<file path="config.mk">
export PLATFORM = sky130hd
export DESIGN_NAME = keyframe_search_and_ratio_flat
export DESIGN_NICKNAME = d
export VERILOG_FILES = /design/src/kfs_pkg.sv /design/src/kfs_if.sv /design/src/keyframe_search_and_ratio.sv /design/src/kfs_ram.sv /design/src/kfs_ctrl.sv /design/src/kfs_dp.sv /design/src/flat_wrapper.sv
export SDC_FILE = /design/constraint.sdc
export NUM_CORES = 2
export LEC_CHECK = 0
export BUFFER_PORTS_ARGS = -buffer_cell sky130_fd_sc_hd__buf_2
export CORE_MARGIN = 4
export CORE_UTILIZATION = 52
export CTS_CLUSTER_DIAMETER = 150
export CTS_CLUSTER_SIZE = 16
export DETAILED_ROUTE_END_ITERATION = 12
export PLACE_DENSITY = 0.71
export SLEW_MARGIN = 20
export SYNTH_ARGS = -nofsm -noshare
export SYNTH_HDL_FRONTEND = slang
export SYNTH_HIERARCHICAL = 1
export SYNTH_SLANG_ARGS = --single-unit
export TNS_END_PERCENT = 5
</file>
<file path="constraint.sdc">
create_clock -name clk -period 5.3 [get_ports clk]
set_input_delay 0.53 -clock clk [delete_from_list [all_inputs] [get_ports clk]]
set_output_delay 0.53 -clock clk [all_outputs]
set_load 0.05 [all_outputs]
</file>
<file path="src/kfs_pkg.sv">
// Package for the keyframe search and ratio block: field widths, codes,
// payload structs and the command/status structs between controller and datapath.
// No dependencies.
package kfs_pkg;

  // Default values of the top-level parameters.
  localparam int MAX_KEYS_DEF   = 256;
  localparam int TIME_SHIFT_DEF = 3;
  localparam int RATIO_BITS_DEF = 16;

  // Fixed field widths.
  localparam int KEY_SLOT_W   = 8;
  localparam int KEY_TIME_W   = 15;
  localparam int SAMPLE_W     = 18;
  localparam int COUNT_W      = 9;
  localparam int RATIO_W      = 16;
  localparam int MODE_W       = 2;
  localparam int CACHE_W      = 8;
  localparam int KEY_WORD_W   = KEY_TIME_W + 1;
  localparam int CFG_IDX_W    = 2;
  localparam int CFG_DATA_W   = 18;

  // Item actions.
  localparam logic ACT_LOAD   = 1'b0;
  localparam logic ACT_SAMPLE = 1'b1;

  // Result modes.
  localparam logic [MODE_W-1:0] MODE_HOLD   = 2'd0;
  localparam logic [MODE_W-1:0] MODE_INTERP = 2'd1;
  localparam logic [MODE_W-1:0] MODE_SINGLE = 2'd2;
  localparam logic [MODE_W-1:0] MODE_EMPTY  = 2'd3;

  // Configuration register indexes.
  localparam logic [CFG_IDX_W-1:0] CFG_KEY_COUNT = 2'd0;
  localparam logic [CFG_IDX_W-1:0] CFG_DURATION  = 2'd1;

  // Header table read address selects.
  localparam logic [2:0] RD_CACHE   = 3'd0;
  localparam logic [2:0] RD_MIDCALC = 3'd1;
  localparam logic [2:0] RD_MID1    = 3'd2;
  localparam logic [2:0] RD_K1      = 3'd3;
  localparam logic [2:0] RD_K       = 3'd4;

  typedef struct packed {
    logic                  action;
    logic [KEY_SLOT_W-1:0] key_slot;
    logic [KEY_TIME_W-1:0] key_time_units;
    logic                  key_is_step;
    logic [SAMPLE_W-1:0]   sample_time_ms;
  } kfs_item_t;

  typedef struct packed {
    logic [KEY_SLOT_W-1:0] start_key;
    logic [KEY_SLOT_W-1:0] next_key;
    logic [RATIO_W-1:0]    blend_ratio;
    logic [MODE_W-1:0]     sample_mode;
  } kfs_result_t;

  typedef struct packed {
    logic [CFG_IDX_W-1:0]  index;
    logic [CFG_DATA_W-1:0] value;
  } kfs_cfg_t;

  typedef struct packed {
    logic              key_wr;
    logic              take;
    logic              bs_init;
    logic              set_mid;
    logic              hi_mid;
    logic              lo_mid1;
    logic              k_cache;
    logic              k_mid;
    logic              k_inc;
    logic              t0_load;
    logic              div_init;
    logic              div_step;
    logic              res_set;
    logic [MODE_W-1:0] res_mode;
    logic              rd_en;
    logic [2:0]        rd_sel;
    logic              out_load;
  } kfs_cmd_t;

  typedef struct packed {
    logic n_zero;
    logic n_one;
    logic cache_oob;
    logic units_lt_rd;
    logic units_gt_rd;
    logic lo_lt_hi;
    logic mid1_lt_hi;
    logic k1_lt_n;
    logic interp_ok;
    logic div_last;
  } kfs_status_t;

endpackage

</file>
<file path="src/kfs_if.sv">
// Handshake channel interfaces of the keyframe search and ratio block.
// Depends on kfs_pkg for the payload structs.
interface kfs_item_if import kfs_pkg::*; ();
  logic      valid;
  logic      ready;
  kfs_item_t data;
  modport source (output valid, output data, input ready);
  modport sink (input valid, input data, output ready);
endinterface

interface kfs_result_if import kfs_pkg::*; ();
  logic        valid;
  logic        ready;
  kfs_result_t data;
  modport source (output valid, output data, input ready);
  modport sink (input valid, input data, output ready);
endinterface

interface kfs_cfg_if import kfs_pkg::*; ();
  logic     valid;
  logic     ready;
  kfs_cfg_t data;
  modport source (output valid, output data, input ready);
  modport sink (input valid, input data, output ready);
endinterface

</file>
<file path="src/keyframe_search_and_ratio.sv">
// Keyframe search and blend ratio: one sample item is worked at a time. A header
// load is written to the table as it is taken. A sample is taken, its key count is
// checked and, when the cached index is in range, that key's header is read and
// compared. A miss then runs a binary search; each probe reads the middle key and,
// when needed, the key after it. The forward walk reads and compares the following
// key for each key stepped over. Then the start header and, when there is one, the next
// header are fetched. Interpolate mode runs the one-bit-a-cycle divider for RATIO_BITS
// quotient bits, and the result is then loaded into the result register. The single
// read port of the header table, read once per step with registered data, sets the
// search pace. Empty and single-key samples go from the key count check straight to the
// result. Any sample also waits while the result register still holds an untaken result.
// The result register lets the next item be taken while a result still waits for its
// transfer.
// Depends on kfs_pkg, kfs_if, kfs_ctrl and kfs_dp.
module keyframe_search_and_ratio import kfs_pkg::*; #(
  parameter int MAX_KEYS   = MAX_KEYS_DEF,
  parameter int TIME_SHIFT = TIME_SHIFT_DEF,
  parameter int RATIO_BITS = RATIO_BITS_DEF
) (
  input logic          clk,
  input logic          rst,
  kfs_item_if.sink     item,
  kfs_result_if.source result,
  kfs_cfg_if.sink      cfg
);

  kfs_cmd_t    cmd;
  kfs_status_t st;

  assign cfg.ready = 1'b1;

  kfs_ctrl u_ctrl (
    .clk        (clk),
    .rst        (rst),
    .item_valid (item.valid),
    .item_action(item.data.action),
    .item_ready (item.ready),
    .out_valid  (result.valid),
    .out_ready  (result.ready),
    .st         (st),
    .cmd        (cmd)
  );

  kfs_dp #(
    .MAX_KEYS  (MAX_KEYS),
    .TIME_SHIFT(TIME_SHIFT),
    .RATIO_BITS(RATIO_BITS)
  ) u_dp (
    .clk        (clk),
    .rst        (rst),
    .cmd        (cmd),
    .item_data  (item.data),
    .cfg_wr     (cfg.valid && cfg.ready),
    .cfg_data   (cfg.data),
    .st         (st),
    .result_data(result.data)
  );

endmodule

</file>
<file path="src/kfs_ram.sv">
// Generic single-write, single-read RAM with registered read data.
// No dependencies.
module kfs_ram #(
  parameter int WIDTH = 16,
  parameter int DEPTH = 256
) (
  input  logic                     clk,
  input  logic                     we,
  input  logic [$clog2(DEPTH)-1:0] waddr,
  input  logic [WIDTH-1:0]         wdata,
  input  logic                     re,
  input  logic [$clog2(DEPTH)-1:0] raddr,
  output logic [WIDTH-1:0]         rdata
);

  logic [WIDTH-1:0] mem [DEPTH];

  always_ff @(posedge clk) begin
    if (we) begin
      mem[waddr] <= wdata;
    end
    if (re) begin
      rdata <= mem[raddr];
    end
  end

endmodule

</file>
<file path="src/kfs_ctrl.sv">
// Controller of the keyframe search: takes header loads and sequences the cache check,
// binary search, forward walk, header fetch, serial division and result transfer.
// Depends on kfs_pkg for the command and status structs.
module kfs_ctrl import kfs_pkg::*; (
  input  logic        clk,
  input  logic        rst,
  input  logic        item_valid,
  input  logic        item_action,
  output logic        item_ready,
  output logic        out_valid,
  input  logic        out_ready,
  input  kfs_status_t st,
  output kfs_cmd_t    cmd
);

  localparam logic [3:0] S_IDLE     = 4'd0;
  localparam logic [3:0] S_START    = 4'd1;
  localparam logic [3:0] S_CACHE    = 4'd2;
  localparam logic [3:0] S_BS_TEST  = 4'd3;
  localparam logic [3:0] S_BS_MID   = 4'd4;
  localparam logic [3:0] S_BS_MID1  = 4'd5;
  localparam logic [3:0] S_WALK     = 4'd6;
  localparam logic [3:0] S_WALK_CMP = 4'd7;
  localparam logic [3:0] S_FETCH0   = 4'd8;
  localparam logic [3:0] S_FETCH1   = 4'd9;
  localparam logic [3:0] S_DIV      = 4'd10;
  localparam logic [3:0] S_FINISH   = 4'd11;

  logic [3:0] state;
  logic [3:0] state_next;

  always_comb begin
    cmd        = '0;
    state_next = state;
    item_ready = (state == S_IDLE);
    case (state)
      S_IDLE: begin
        if (item_valid) begin
          if (item_action == ACT_LOAD) begin
            cmd.key_wr = 1'b1;
          end else begin
            cmd.take   = 1'b1;
            state_next = S_START;
          end
        end
      end
      S_START: begin
        if (st.n_zero) begin
          cmd.res_set  = 1'b1;
          cmd.res_mode = MODE_EMPTY;
          state_next   = S_FINISH;
        end else if (st.n_one) begin
          cmd.res_set  = 1'b1;
          cmd.res_mode = MODE_SINGLE;
          state_next   = S_FINISH;
        end else if (st.cache_oob) begin
          cmd.bs_init = 1'b1;
          state_next  = S_BS_TEST;
        end else begin
          cmd.k_cache = 1'b1;
          cmd.rd_en   = 1'b1;
          cmd.rd_sel  = RD_CACHE;
          state_next  = S_CACHE;
        end
      end
      S_CACHE: begin
        if (st.units_lt_rd) begin
          cmd.bs_init = 1'b1;
          state_next  = S_BS_TEST;
        end else begin
          state_next = S_WALK;
        end
      end
      S_BS_TEST: begin
        if (st.lo_lt_hi) begin
          cmd.set_mid = 1'b1;
          cmd.rd_en   = 1'b1;
          cmd.rd_sel  = RD_MIDCALC;
          state_next  = S_BS_MID;
        end else begin
          cmd.k_mid  = 1'b1;
          state_next = S_WALK;
        end
      end
      S_BS_MID: begin
        if (st.units_lt_rd) begin
          cmd.hi_mid = 1'b1;
          state_next = S_BS_TEST;
        end else if (st.mid1_lt_hi) begin
          cmd.rd_en  = 1'b1;
          cmd.rd_sel = RD_MID1;
          state_next = S_BS_MID1;
        end else begin
          cmd.k_mid  = 1'b1;
          state_next = S_WALK;
        end
      end
      S_BS_MID1: begin
        if (st.units_gt_rd) begin
          cmd.lo_mid1 = 1'b1;
          state_next  = S_BS_TEST;
        end else begin
          cmd.k_mid  = 1'b1;
          state_next = S_WALK;
        end
      end
      S_WALK: begin
        cmd.rd_en = 1'b1;
        if (st.k1_lt_n) begin
          cmd.rd_sel = RD_K1;
          state_next = S_WALK_CMP;
        end else begin
          cmd.rd_sel = RD_K;
          state_next = S_FETCH0;
        end
      end
      S_WALK_CMP: begin
        if (!st.units_lt_rd) begin
          cmd.k_inc  = 1'b1;
          state_next = S_WALK;
        end else begin
          cmd.rd_en  = 1'b1;
          cmd.rd_sel = RD_K;
          state_next = S_FETCH0;
        end
      end
      S_FETCH0: begin
        cmd.t0_load = 1'b1;
        if (st.k1_lt_n) begin
          cmd.rd_en  = 1'b1;
          cmd.rd_sel = RD_K1;
          state_next = S_FETCH1;
        end else begin
          cmd.res_set  = 1'b1;
          cmd.res_mode = MODE_HOLD;
          state_next   = S_FINISH;
        end
      end
      S_FETCH1: begin
        if (st.interp_ok) begin
          cmd.div_init = 1'b1;
          state_next   = S_DIV;
        end else begin
          cmd.res_set  = 1'b1;
          cmd.res_mode = MODE_HOLD;
          state_next   = S_FINISH;
        end
      end
      S_DIV: begin
        cmd.div_step = 1'b1;
        if (st.div_last) begin
          cmd.res_set  = 1'b1;
          cmd.res_mode = MODE_INTERP;
          state_next   = S_FINISH;
        end
      end
      S_FINISH: begin
        // The result register is free once its previous transfer completes.
        if (!out_valid || out_ready) begin
          cmd.out_load = 1'b1;
          state_next   = S_IDLE;
        end
      end
      default: begin
        state_next = S_IDLE;
      end
    endcase
  end

  always_ff @(posedge clk) begin
    if (rst) begin
      state     <= S_IDLE;
      out_valid <= 1'b0;
    end else begin
      state <= state_next;
      if (cmd.out_load) begin
        out_valid <= 1'b1;
      end else if (out_ready) begin
        out_valid <= 1'b0;
      end
    end
  end

endmodule

</file>
<file path="src/kfs_dp.sv">
// Datapath of the keyframe search: configuration registers, header table,
// search registers, restoring divider and result register.
// Depends on kfs_pkg and kfs_ram.
module kfs_dp import kfs_pkg::*; #(
  parameter int MAX_KEYS   = MAX_KEYS_DEF,
  parameter int TIME_SHIFT = TIME_SHIFT_DEF,
  parameter int RATIO_BITS = RATIO_BITS_DEF
) (
  input  logic        clk,
  input  logic        rst,
  input  kfs_cmd_t    cmd,
  input  kfs_item_t   item_data,
  input  logic        cfg_wr,
  input  kfs_cfg_t    cfg_data,
  output kfs_status_t st,
  output kfs_result_t result_data
);

  localparam int IW   = $clog2(MAX_KEYS);
  localparam int TW   = KEY_TIME_W + TIME_SHIFT;
  localparam int DW   = (TW > SAMPLE_W) ? TW : SAMPLE_W;
  localparam int QCW  = $clog2(RATIO_BITS);

  logic [COUNT_W-1:0]  key_count;
  logic [SAMPLE_W-1:0] duration_ms;
  logic [CACHE_W-1:0]  cache;

  logic [SAMPLE_W-1:0] t_cl;
  logic [SAMPLE_W-1:0] units;
  logic [COUNT_W-1:0]  n;
  logic [COUNT_W-1:0]  lo;
  logic [COUNT_W-1:0]  hi;
  logic [COUNT_W-1:0]  mid;
  logic [COUNT_W-1:0]  k;
  logic [TW-1:0]       t0;
  logic                step0;
  logic [DW-1:0]       rem;
  logic [DW-1:0]       den;
  logic [RATIO_BITS-1:0] q;
  logic [QCW-1:0]      qcnt;
  logic [KEY_SLOT_W-1:0] res_start;
  logic [KEY_SLOT_W-1:0] res_next;
  logic [MODE_W-1:0]   res_mode;

  logic [SAMPLE_W-1:0] t_clamp;
  logic [COUNT_W-1:0]  n_clamp;
  logic [COUNT_W-1:0]  mid_calc;
  logic [COUNT_W:0]    mid_p1;
  logic [COUNT_W:0]    k_p1;
  logic [COUNT_W-1:0]  raddr9;
  logic [31:0]         raddr32;
  logic [31:0]         waddr32;
  logic [31:0]         q32;
  logic                slot_ok;
  logic [KEY_WORD_W-1:0] rdata;
  logic [KEY_TIME_W-1:0] rd_time;
  logic [DW-1:0]       t_ext;
  logic [DW-1:0]       t0_ext;
  logic [DW-1:0]       t1_ext;
  logic [DW:0]         rem_sh;
  logic                rem_ge;

  assign t_clamp = (item_data.sample_time_ms > duration_ms) ? duration_ms
                                                             : item_data.sample_time_ms;
  assign n_clamp = (32'(key_count) > MAX_KEYS) ? COUNT_W'(MAX_KEYS) : key_count;

  assign mid_calc = lo + ((hi - lo) >> 1);
  assign mid_p1   = {1'b0, mid} + 1'b1;
  assign k_p1     = {1'b0, k} + 1'b1;

  always_comb begin
    case (cmd.rd_sel)
      RD_CACHE:   raddr9 = COUNT_W'(cache);
      RD_MIDCALC: raddr9 = mid_calc;
      RD_MID1:    raddr9 = mid_p1[COUNT_W-1:0];
      RD_K1:      raddr9 = k_p1[COUNT_W-1:0];
      RD_K:       raddr9 = k;
      default:    raddr9 = k;
    endcase
  end

  assign raddr32 = 32'(raddr9);
  assign waddr32 = 32'(item_data.key_slot);
  assign slot_ok = waddr32 < MAX_KEYS;

  kfs_ram #(
    .WIDTH(KEY_WORD_W),
    .DEPTH(MAX_KEYS)
  ) u_hdr_ram (
    .clk  (clk),
    .we   (cmd.key_wr && slot_ok),
    .waddr(waddr32[IW-1:0]),
    .wdata({item_data.key_time_units, item_data.key_is_step}),
    .re   (cmd.rd_en),
    .raddr(raddr32[IW-1:0]),
    .rdata(rdata)
  );

  assign rd_time = rdata[KEY_WORD_W-1:1];

  assign t_ext  = DW'(t_cl);
  assign t0_ext = DW'(t0);
  assign t1_ext = DW'(TW'(rd_time) << TIME_SHIFT);

  assign rem_sh = {rem, 1'b0};
  assign rem_ge = rem_sh >= {1'b0, den};

  always_comb begin
    st.n_zero      = (n == '0);
    st.n_one       = (n == COUNT_W'(1));
    st.cache_oob   = COUNT_W'(cache) >= n;
    st.units_lt_rd = units < SAMPLE_W'(rd_time);
    st.units_gt_rd = units > SAMPLE_W'(rd_time);
    st.lo_lt_hi    = lo < hi;
    st.mid1_lt_hi  = mid_p1 < {1'b0, hi};
    st.k1_lt_n     = k_p1 < {1'b0, n};
    // Interpolation needs a smooth start key, a later next key and the time between them.
    st.interp_ok   = (t_ext >= t0_ext) && !step0 && (t1_ext > t0_ext) && (t_ext < t1_ext);
    st.div_last    = (qcnt == QCW'(RATIO_BITS - 1));
  end

  always_ff @(posedge clk) begin
    if (rst) begin
      key_count   <= '0;
      duration_ms <= '0;
      cache       <= '0;
    end else begin
      if (cfg_wr) begin
        if (cfg_data.index == CFG_KEY_COUNT) begin
          key_count <= cfg_data.value[COUNT_W-1:0];
        end else if (cfg_data.index == CFG_DURATION) begin
          duration_ms <= cfg_data.value[SAMPLE_W-1:0];
        end
      end
      if (cmd.res_set && (cmd.res_mode == MODE_HOLD || cmd.res_mode == MODE_INTERP)) begin
        cache <= k[CACHE_W-1:0];
      end
    end
  end

  always_ff @(posedge clk) begin
    if (cmd.take) begin
      t_cl  <= t_clamp;
      units <= t_clamp >> TIME_SHIFT;
      n     <= n_clamp;
    end
    if (cmd.bs_init) begin
      lo  <= '0;
      hi  <= n;
      mid <= '0;
    end
    if (cmd.set_mid) begin
      mid <= mid_calc;
    end
    if (cmd.hi_mid) begin
      hi <= mid;
    end
    if (cmd.lo_mid1) begin
      lo <= mid_p1[COUNT_W-1:0];
    end
    if (cmd.k_cache) begin
      k <= COUNT_W'(cache);
    end else if (cmd.k_mid) begin
      k <= mid;
    end else if (cmd.k_inc) begin
      k <= k_p1[COUNT_W-1:0];
    end
    if (cmd.t0_load) begin
      t0    <= TW'(rd_time) << TIME_SHIFT;
      step0 <= rdata[0];
    end
    if (cmd.div_init) begin
      rem  <= t_ext - t0_ext;
      den  <= t1_ext - t0_ext;
      q    <= '0;
      qcnt <= '0;
    end else if (cmd.div_step) begin
      rem  <= rem_ge ? DW'(rem_sh - {1'b0, den}) : DW'(rem_sh);
      q    <= {q[RATIO_BITS-2:0], rem_ge};
      qcnt <= qcnt + 1'b1;
    end
    if (cmd.res_set) begin
      res_mode <= cmd.res_mode;
      if (cmd.res_mode == MODE_HOLD || cmd.res_mode == MODE_INTERP) begin
        res_start <= k[KEY_SLOT_W-1:0];
        res_next  <= k_p1[KEY_SLOT_W-1:0];
      end else begin
        res_start <= '0;
        res_next  <= '0;
      end
    end
    if (cmd.out_load) begin
      result_data.start_key   <= res_start;
      result_data.next_key    <= res_next;
      result_data.blend_ratio <= (res_mode == MODE_INTERP) ? q32[RATIO_W-1:0] : '0;
      result_data.sample_mode <= res_mode;
    end
  end

  assign q32 = 32'(q);

endmodule

</file>
<file path="src/flat_wrapper.sv">
// flat-port wrapper written by rule: the top's interface ports become plain ports
module keyframe_search_and_ratio_flat import kfs_pkg::*;
#(
  parameter int MAX_KEYS   = MAX_KEYS_DEF,
  parameter int TIME_SHIFT = TIME_SHIFT_DEF,
  parameter int RATIO_BITS = RATIO_BITS_DEF
)
  (clk, rst, item_valid, item_data, item_ready, result_valid, result_data, result_ready, cfg_valid, cfg_data, cfg_ready);
  kfs_item_if item_i ();
  kfs_result_if result_i ();
  kfs_cfg_if cfg_i ();
  input logic clk;
  input logic rst;
  input wire logic [$bits(item_i.valid)-1:0] item_valid;
  input wire logic [$bits(item_i.data)-1:0] item_data;
  output wire logic [$bits(item_i.ready)-1:0] item_ready;
  output wire logic [$bits(result_i.valid)-1:0] result_valid;
  output wire logic [$bits(result_i.data)-1:0] result_data;
  input wire logic [$bits(result_i.ready)-1:0] result_ready;
  input wire logic [$bits(cfg_i.valid)-1:0] cfg_valid;
  input wire logic [$bits(cfg_i.data)-1:0] cfg_data;
  output wire logic [$bits(cfg_i.ready)-1:0] cfg_ready;
  assign item_i.valid = item_valid;
  assign item_i.data = item_data;
  assign item_ready = item_i.ready;
  assign result_valid = result_i.valid;
  assign result_data = result_i.data;
  assign result_i.ready = result_ready;
  assign cfg_i.valid = cfg_valid;
  assign cfg_i.data = cfg_data;
  assign cfg_ready = cfg_i.ready;
  keyframe_search_and_ratio #(.MAX_KEYS(MAX_KEYS), .TIME_SHIFT(TIME_SHIFT), .RATIO_BITS(RATIO_BITS)) u_core (.clk(clk), .rst(rst), .item(item_i), .result(result_i), .cfg(cfg_i));
endmodule
</file>
==> PnR_summary.wiki <==
{| class="wikitable"
! Metric !! Value
|-
| Result of the run || complete, but fails checks
|-
| Violated checks || setup timing
|-
| # rows || about 210
|-
| Combinational cell fraction of total power || 0.190
|-
| Detailed-route DRC error count || 0
|-
| Buffers added on ports || 103
|-
| Count of flip-flops with a built-in enable after synthesis || around 4,300
|-
| Grt total ovfl || 0
|-
| Critical path's largest stage delay || 580 ps
|-
| Final cycle utilization of the critical path || 1.18
|-
| Register share of total power || 0.516
|-
| Fraction of the core area covered by cells at the end of the flow || 0.597
|-
| Core area || approximately 0.33 sq mm
|-
| Worst slew margin relative to its limit || 0.162
|-
| Number of global-route vias before repair || 91,647
|-
| Most used cells in the layout excluding fill and tap cells || sky130_fd_sc_hd__edfxtp_1, sky130_fd_sc_hd__buf_4, sky130_fd_sc_hd__mux4_2
|-
| CP Capture Type || flop
|-
| Shortest period the worst path allows || just over 6000 ps
|-
| Synth warnings || 6
|-
| Setup slack of the critical path after layout || -930 ps
|-
| Cell mode on critical path || sky130_fd_sc_hd__buf_12
|-
| Router iterations before antenna repair || 6
|-
| Starting utilization of the core area || 0.523
|-
| Maximum number of pins on one net before global-route repair || 177
|-
| Antenna violations before repair || 26
|-
| Fraction of met1 tracks used by global routing || 0.378
|-
| Highest ir drop seen on vdd || 244 uV
|-
| Clock sink count || approximately 4,300
|-
| Total count of hold-check failures in the final report || 0
|-
| Die Span X || between 500 and 600 um
|-
| Maxcap violations || 0
|-
| Global placement routability congestion || 0.919
|-
| Wire length of the first global-routing pass || around 660 mm
|-
| Kind of critical path || flop to flop
|-
| Fraction of layout cells with a size suffix above 1 || 0.275
|-
| Clock transition at the register clock pins on the worst setup and hold paths after CTS || about 80 ps
|-
| Number of nets in the layout || between 10,000 and 15,000
|-
| H-tree levels || 5
|-
| Final Instance Area || between 0.15 and 0.2 sq mm
|-
| Cell with the largest stage delay on the worst path || sky130_fd_sc_hd__mux4_2
|-
| Vias per Instance || between 6 and 7
|-
| Maximum buffer depth of the clock tree || 4
|-
| Sum of routed wire length over all layers || between 400 and 500 mm
|-
| Critical path peak fanout || 9
|-
| Switching portion of total power || 0.258
|-
| Number of distinct library cell variants in the gate-level netlist after synthesis || 92
|-
| Detailed placer's ending HPWL || 288 mm
|-
| Number of cells produced by synthesis || just under 9,000
|-
| Avg Inst Size Synth || just under 20 sq um
|-
| Placed Area || about 0.19 sq mm
|-
| Layer with the highest usage after global routing || met2
|-
| Post-route antenna net violation count || 0
|-
| Overall power consumption || 74,300 uW
|-
| Worst clock skew || approximately 58 ps
|-
| Worst Hold Class || primary input to flop
|-
| Main area contributors after synthesis || sky130_fd_sc_hd__edfxtp_1, sky130_fd_sc_hd__mux4_2, sky130_fd_sc_hd__mux2i_1
|-
| Cell family with most CP delay || compound AO/OA/AOI/OAI gates
|-
| Netlist area before placement || approximately 0.17 sq mm
|-
| Setup violators final || 16
|-
| Die Span Y || 585 um
|-
| Number of primary I/O pins || 105
|-
| Worst endpoint data arrival time || 6900 ps
|-
| Final-report max-slew violation count || 0
|-
| Clock latency at the later pin of the worst-skew pair || 960 ps
|-
| Synthesis-to-layout area growth || 14.0%
|-
| WP buf/inv || 5
|-
| Main synth FF type || sky130_fd_sc_hd__edfxtp_1
|-
| Proportion of synthesized chip area in sequential cells || 0.749
|-
| Post-Synthesis Net Count || approximately 9,000
|-
| Power density over the cells || between 300 and 400 mW/mm^2
|-
| TritonCTS Buffers || 309
|-
| Flop and latch count out of synthesis || ~4,300
|-
| Clock network fraction of design power || 0.294
|-
| Most common library cell in the layout ignoring fill and taps || sky130_fd_sc_hd__edfxtp_1
|-
| Global routing met2 resource utilization || 0.410
|-
| Timing-limited maximum frequency || around 0.16 GHz
|-
| Overall Global Routing Usage || 0.267
|-
| Clock tree from TritonCTS || yes
|-
| Vias after detailed routing || roughly 94,000
|-
| Root Driver || sky130_fd_sc_hd__clkbuf_16
|-
| Static leakage power || between 0.06 and 0.07 uW
|-
| Ys async rst share || 0
|-
| Routed len/inst || 32.3 um
|-
| Startpoint class of the critical path || flop
|-
| Cell type with the largest total area after synthesis || sky130_fd_sc_hd__edfxtp_1
|-
| Yosys top cell area share || 0.742
|-
| Die Outline Area || between 0.3 and 0.4 sq mm
|-
| Critical path required time || between 5000 and 6000 ps
|-
| Power dissipated by switching net loads || around 19,000 uW
|-
| Met3 Track Usage GR || 0.0661
|-
| Worst-Margin Slew || about 1300 ps
|-
| Internal power component || approximately 55,000 uW
|-
| Initial drt markers || ~14,000
|-
| Unrepaired setup endpoints after global routing || yes
|}
==> repair_timing <==
| action | CTS | global route |
|---|---|---|
| hold endpoints to repair | 102 | 0 |
| buffers inserted | 17 | 50 |
| pin swaps | 12 | 24 |
| cloned | 8 | 1 |
| gates resized for setup | 139 | 120 |
| endpoints found under the setup margin | 16 | 16 |
| hold buffers | 30 | 0 |
==> sequential cells by signal, indices dropped and copies added, names as in the netlist, 9 cells and up <==
name                         count
u_core/u_dp/key_count            9
u_core/u_dp/u_hdr_ram/rdata     16
u_core/u_dp/rem                 18
u_core/u_dp/hi                   9
u_core/u_dp/mid                  9
u_core/u_dp/t_cl                18
u_core/u_dp/u_hdr_ram/mem     4096
u_core/u_dp/t0                  15
u_core/u_dp/den                 15
u_core/u_dp/q                   16
u_core/u_dp/lo                   9
u_core/u_dp/n                    9
u_core/u_dp/result_data         34
u_core/u_dp/duration_ms         18
u_core/u_dp/k                    9
==> power groups by stage <==
stage | Combinational, uW | Clock (uW) | Sequential [uW]
3_5_place_dp | 13100 | 0 | 39100
3_3_place_gp | 12900 | 0 | 39100
2_1_floorplan | 7240 | 0 | 38900
4_1_cts | 13600 | 22200 | 38300
6_report | 14100 | 21900 | 38300
5_1_grt | 14800 | 23600 | 38300
==> through the flow <==
step                      hold slack [ps]  cells  worst slack [ps]  setup TNS (ps)
after CTS                            2.85  14257              -885          -13330
final                                38.5  14325              -930          -13360
after global routing                 6.07  14315             -1100          -16810
after global placement                403  13839             -1760          -17970
after floorplan                       400   8802             -11.2           -75.0
after detailed placement              407  13839             -1550          -18770
==> logic make-up (layout without fill, tap and decap cells) <==
family                     after synthesis  after routing  share of synthesized area
DFF                                   4336           4336                      0.749
xor gates and xnor gates                57             57                    0.00288
buffers and inverters                  641           1784                     0.0198
AOI/OAI and AO/OA                     1099           1099                     0.0443
adders and majority gates              128            128                    0.00947
and+or+nand+nor                       1026           1026                     0.0285
muxes                                 1514           1514                      0.146
other                                    1             15                  0.0000217
==> final timing paths <==
| check | startpoint | to | slack [ps] | depth (start not counted) |
|---|---|---|---|---|
| setup reg to reg | u_core/u_dp/mid[0]$_SDFFCE_PN0P_ | u_core/u_dp/u_hdr_ram/rdata[14]$_DFFE_PP_ | -930 | 26 |
| hold reg to reg | u_core/u_dp/res_start[2]$_SDFFCE_PP0P_ | u_core/u_dp/result_data[28]$_DFFE_PP_ | 420 | 0 |
| setup / recovery | u_core/u_dp/mid[0]$_SDFFCE_PN0P_ | u_core/u_dp/u_hdr_ram/rdata[14]$_DFFE_PP_ | -930 | 26 |
| hold / removal | item_data[24] | u_core/u_dp/u_hdr_ram/mem[29][6]$_DFFE_PP_ | 40 | 1 |
==> layer usage <==
metal / vias to the layer above / routed length (um)
li1: 38426 / -
met1: 48504 / 173000
met2: 5798 / 215000
met3: 832 / 56000
met4: 20 / 18400
met5: - / 124
==> worst reg2reg max path, stage by stage (launching register included) <==
cell and delay (ps):
sky130_fd_sc_hd__edfxtp_1 450, sky130_fd_sc_hd__ha_4 320, sky130_fd_sc_hd__ha_4 200, sky130_fd_sc_hd__a21boi_1 130, sky130_fd_sc_hd__o21a_1 190, sky130_fd_sc_hd__o21a_1 200
sky130_fd_sc_hd__o21ai_2 160, sky130_fd_sc_hd__a21oi_2 70, sky130_fd_sc_hd__o211ai_1 180, sky130_fd_sc_hd__and3_4 250, sky130_fd_sc_hd__nand2b_4 60, sky130_fd_sc_hd__o21a_1 170
sky130_fd_sc_hd__o32a_1 200, sky130_fd_sc_hd__nor2_4 140, sky130_fd_sc_hd__mux4_2 560, sky130_fd_sc_hd__nand2_4 120, sky130_fd_sc_hd__nand2_8 110, sky130_fd_sc_hd__buf_12 190
sky130_fd_sc_hd__buf_12 140, sky130_fd_sc_hd__buf_12 140, sky130_fd_sc_hd__buf_12 140, sky130_fd_sc_hd__mux4_2 270, sky130_fd_sc_hd__mux4_2 580, sky130_fd_sc_hd__a22o_4 300
sky130_fd_sc_hd__o32ai_4 500, sky130_fd_sc_hd__buf_6 180, sky130_fd_sc_hd__nor4_1 50
==> synth_stat cells (21+ instances only) <==
| cell type | count |
|---|---|
| sky130_fd_sc_hd__a211oi_1 | 24 |
| sky130_fd_sc_hd__a21o_1 | 42 |
| sky130_fd_sc_hd__a21oi_1 | 271 |
| sky130_fd_sc_hd__a221oi_1 | 31 |
| sky130_fd_sc_hd__a22o_1 | 32 |
| sky130_fd_sc_hd__a22oi_1 | 45 |
| sky130_fd_sc_hd__and2_1 | 32 |
| sky130_fd_sc_hd__and3_1 | 33 |
| sky130_fd_sc_hd__buf_1 | 37 |
| sky130_fd_sc_hd__buf_2 | 83 |
| sky130_fd_sc_hd__buf_4 | 31 |
| sky130_fd_sc_hd__buf_6 | 79 |
| sky130_fd_sc_hd__clkbuf_1 | 266 |
| sky130_fd_sc_hd__dfxtp_1 | 61 |
| sky130_fd_sc_hd__edfxtp_1 | 4275 |
| sky130_fd_sc_hd__ha_1 | 123 |
| sky130_fd_sc_hd__inv_1 | 126 |
| sky130_fd_sc_hd__mux2_2 | 94 |
| sky130_fd_sc_hd__mux2i_1 | 617 |
| sky130_fd_sc_hd__mux4_2 | 803 |
| sky130_fd_sc_hd__nand2_1 | 147 |
| sky130_fd_sc_hd__nand3_1 | 74 |
| sky130_fd_sc_hd__nand4_1 | 60 |
| sky130_fd_sc_hd__nor2_1 | 398 |
| sky130_fd_sc_hd__nor2b_1 | 52 |
| sky130_fd_sc_hd__nor3_1 | 123 |
| sky130_fd_sc_hd__nor4_1 | 26 |
| sky130_fd_sc_hd__o211ai_1 | 23 |
| sky130_fd_sc_hd__o21ai_0 | 93 |
| sky130_fd_sc_hd__o221ai_1 | 253 |
| sky130_fd_sc_hd__o22ai_1 | 153 |
| sky130_fd_sc_hd__o32ai_1 | 21 |
| sky130_fd_sc_hd__xnor2_1 | 30 |
| sky130_fd_sc_hd__xor2_1 | 27 |
==> cell type report <==
type / instances / area (sq um)
antenna: 14 / 35.0
clock buffer: 345 / 8060
tap: 4366 / 5460
clock inverter: 19 / 313
inverter: 128 / 498
timing repair buffer: 1292 / 12100
multi-input combinational: 3825 / 41300
fill: 22915 / 133000
sequential: 4336 / 130000
Note: power is estimated with default switching activity, not from simulation.
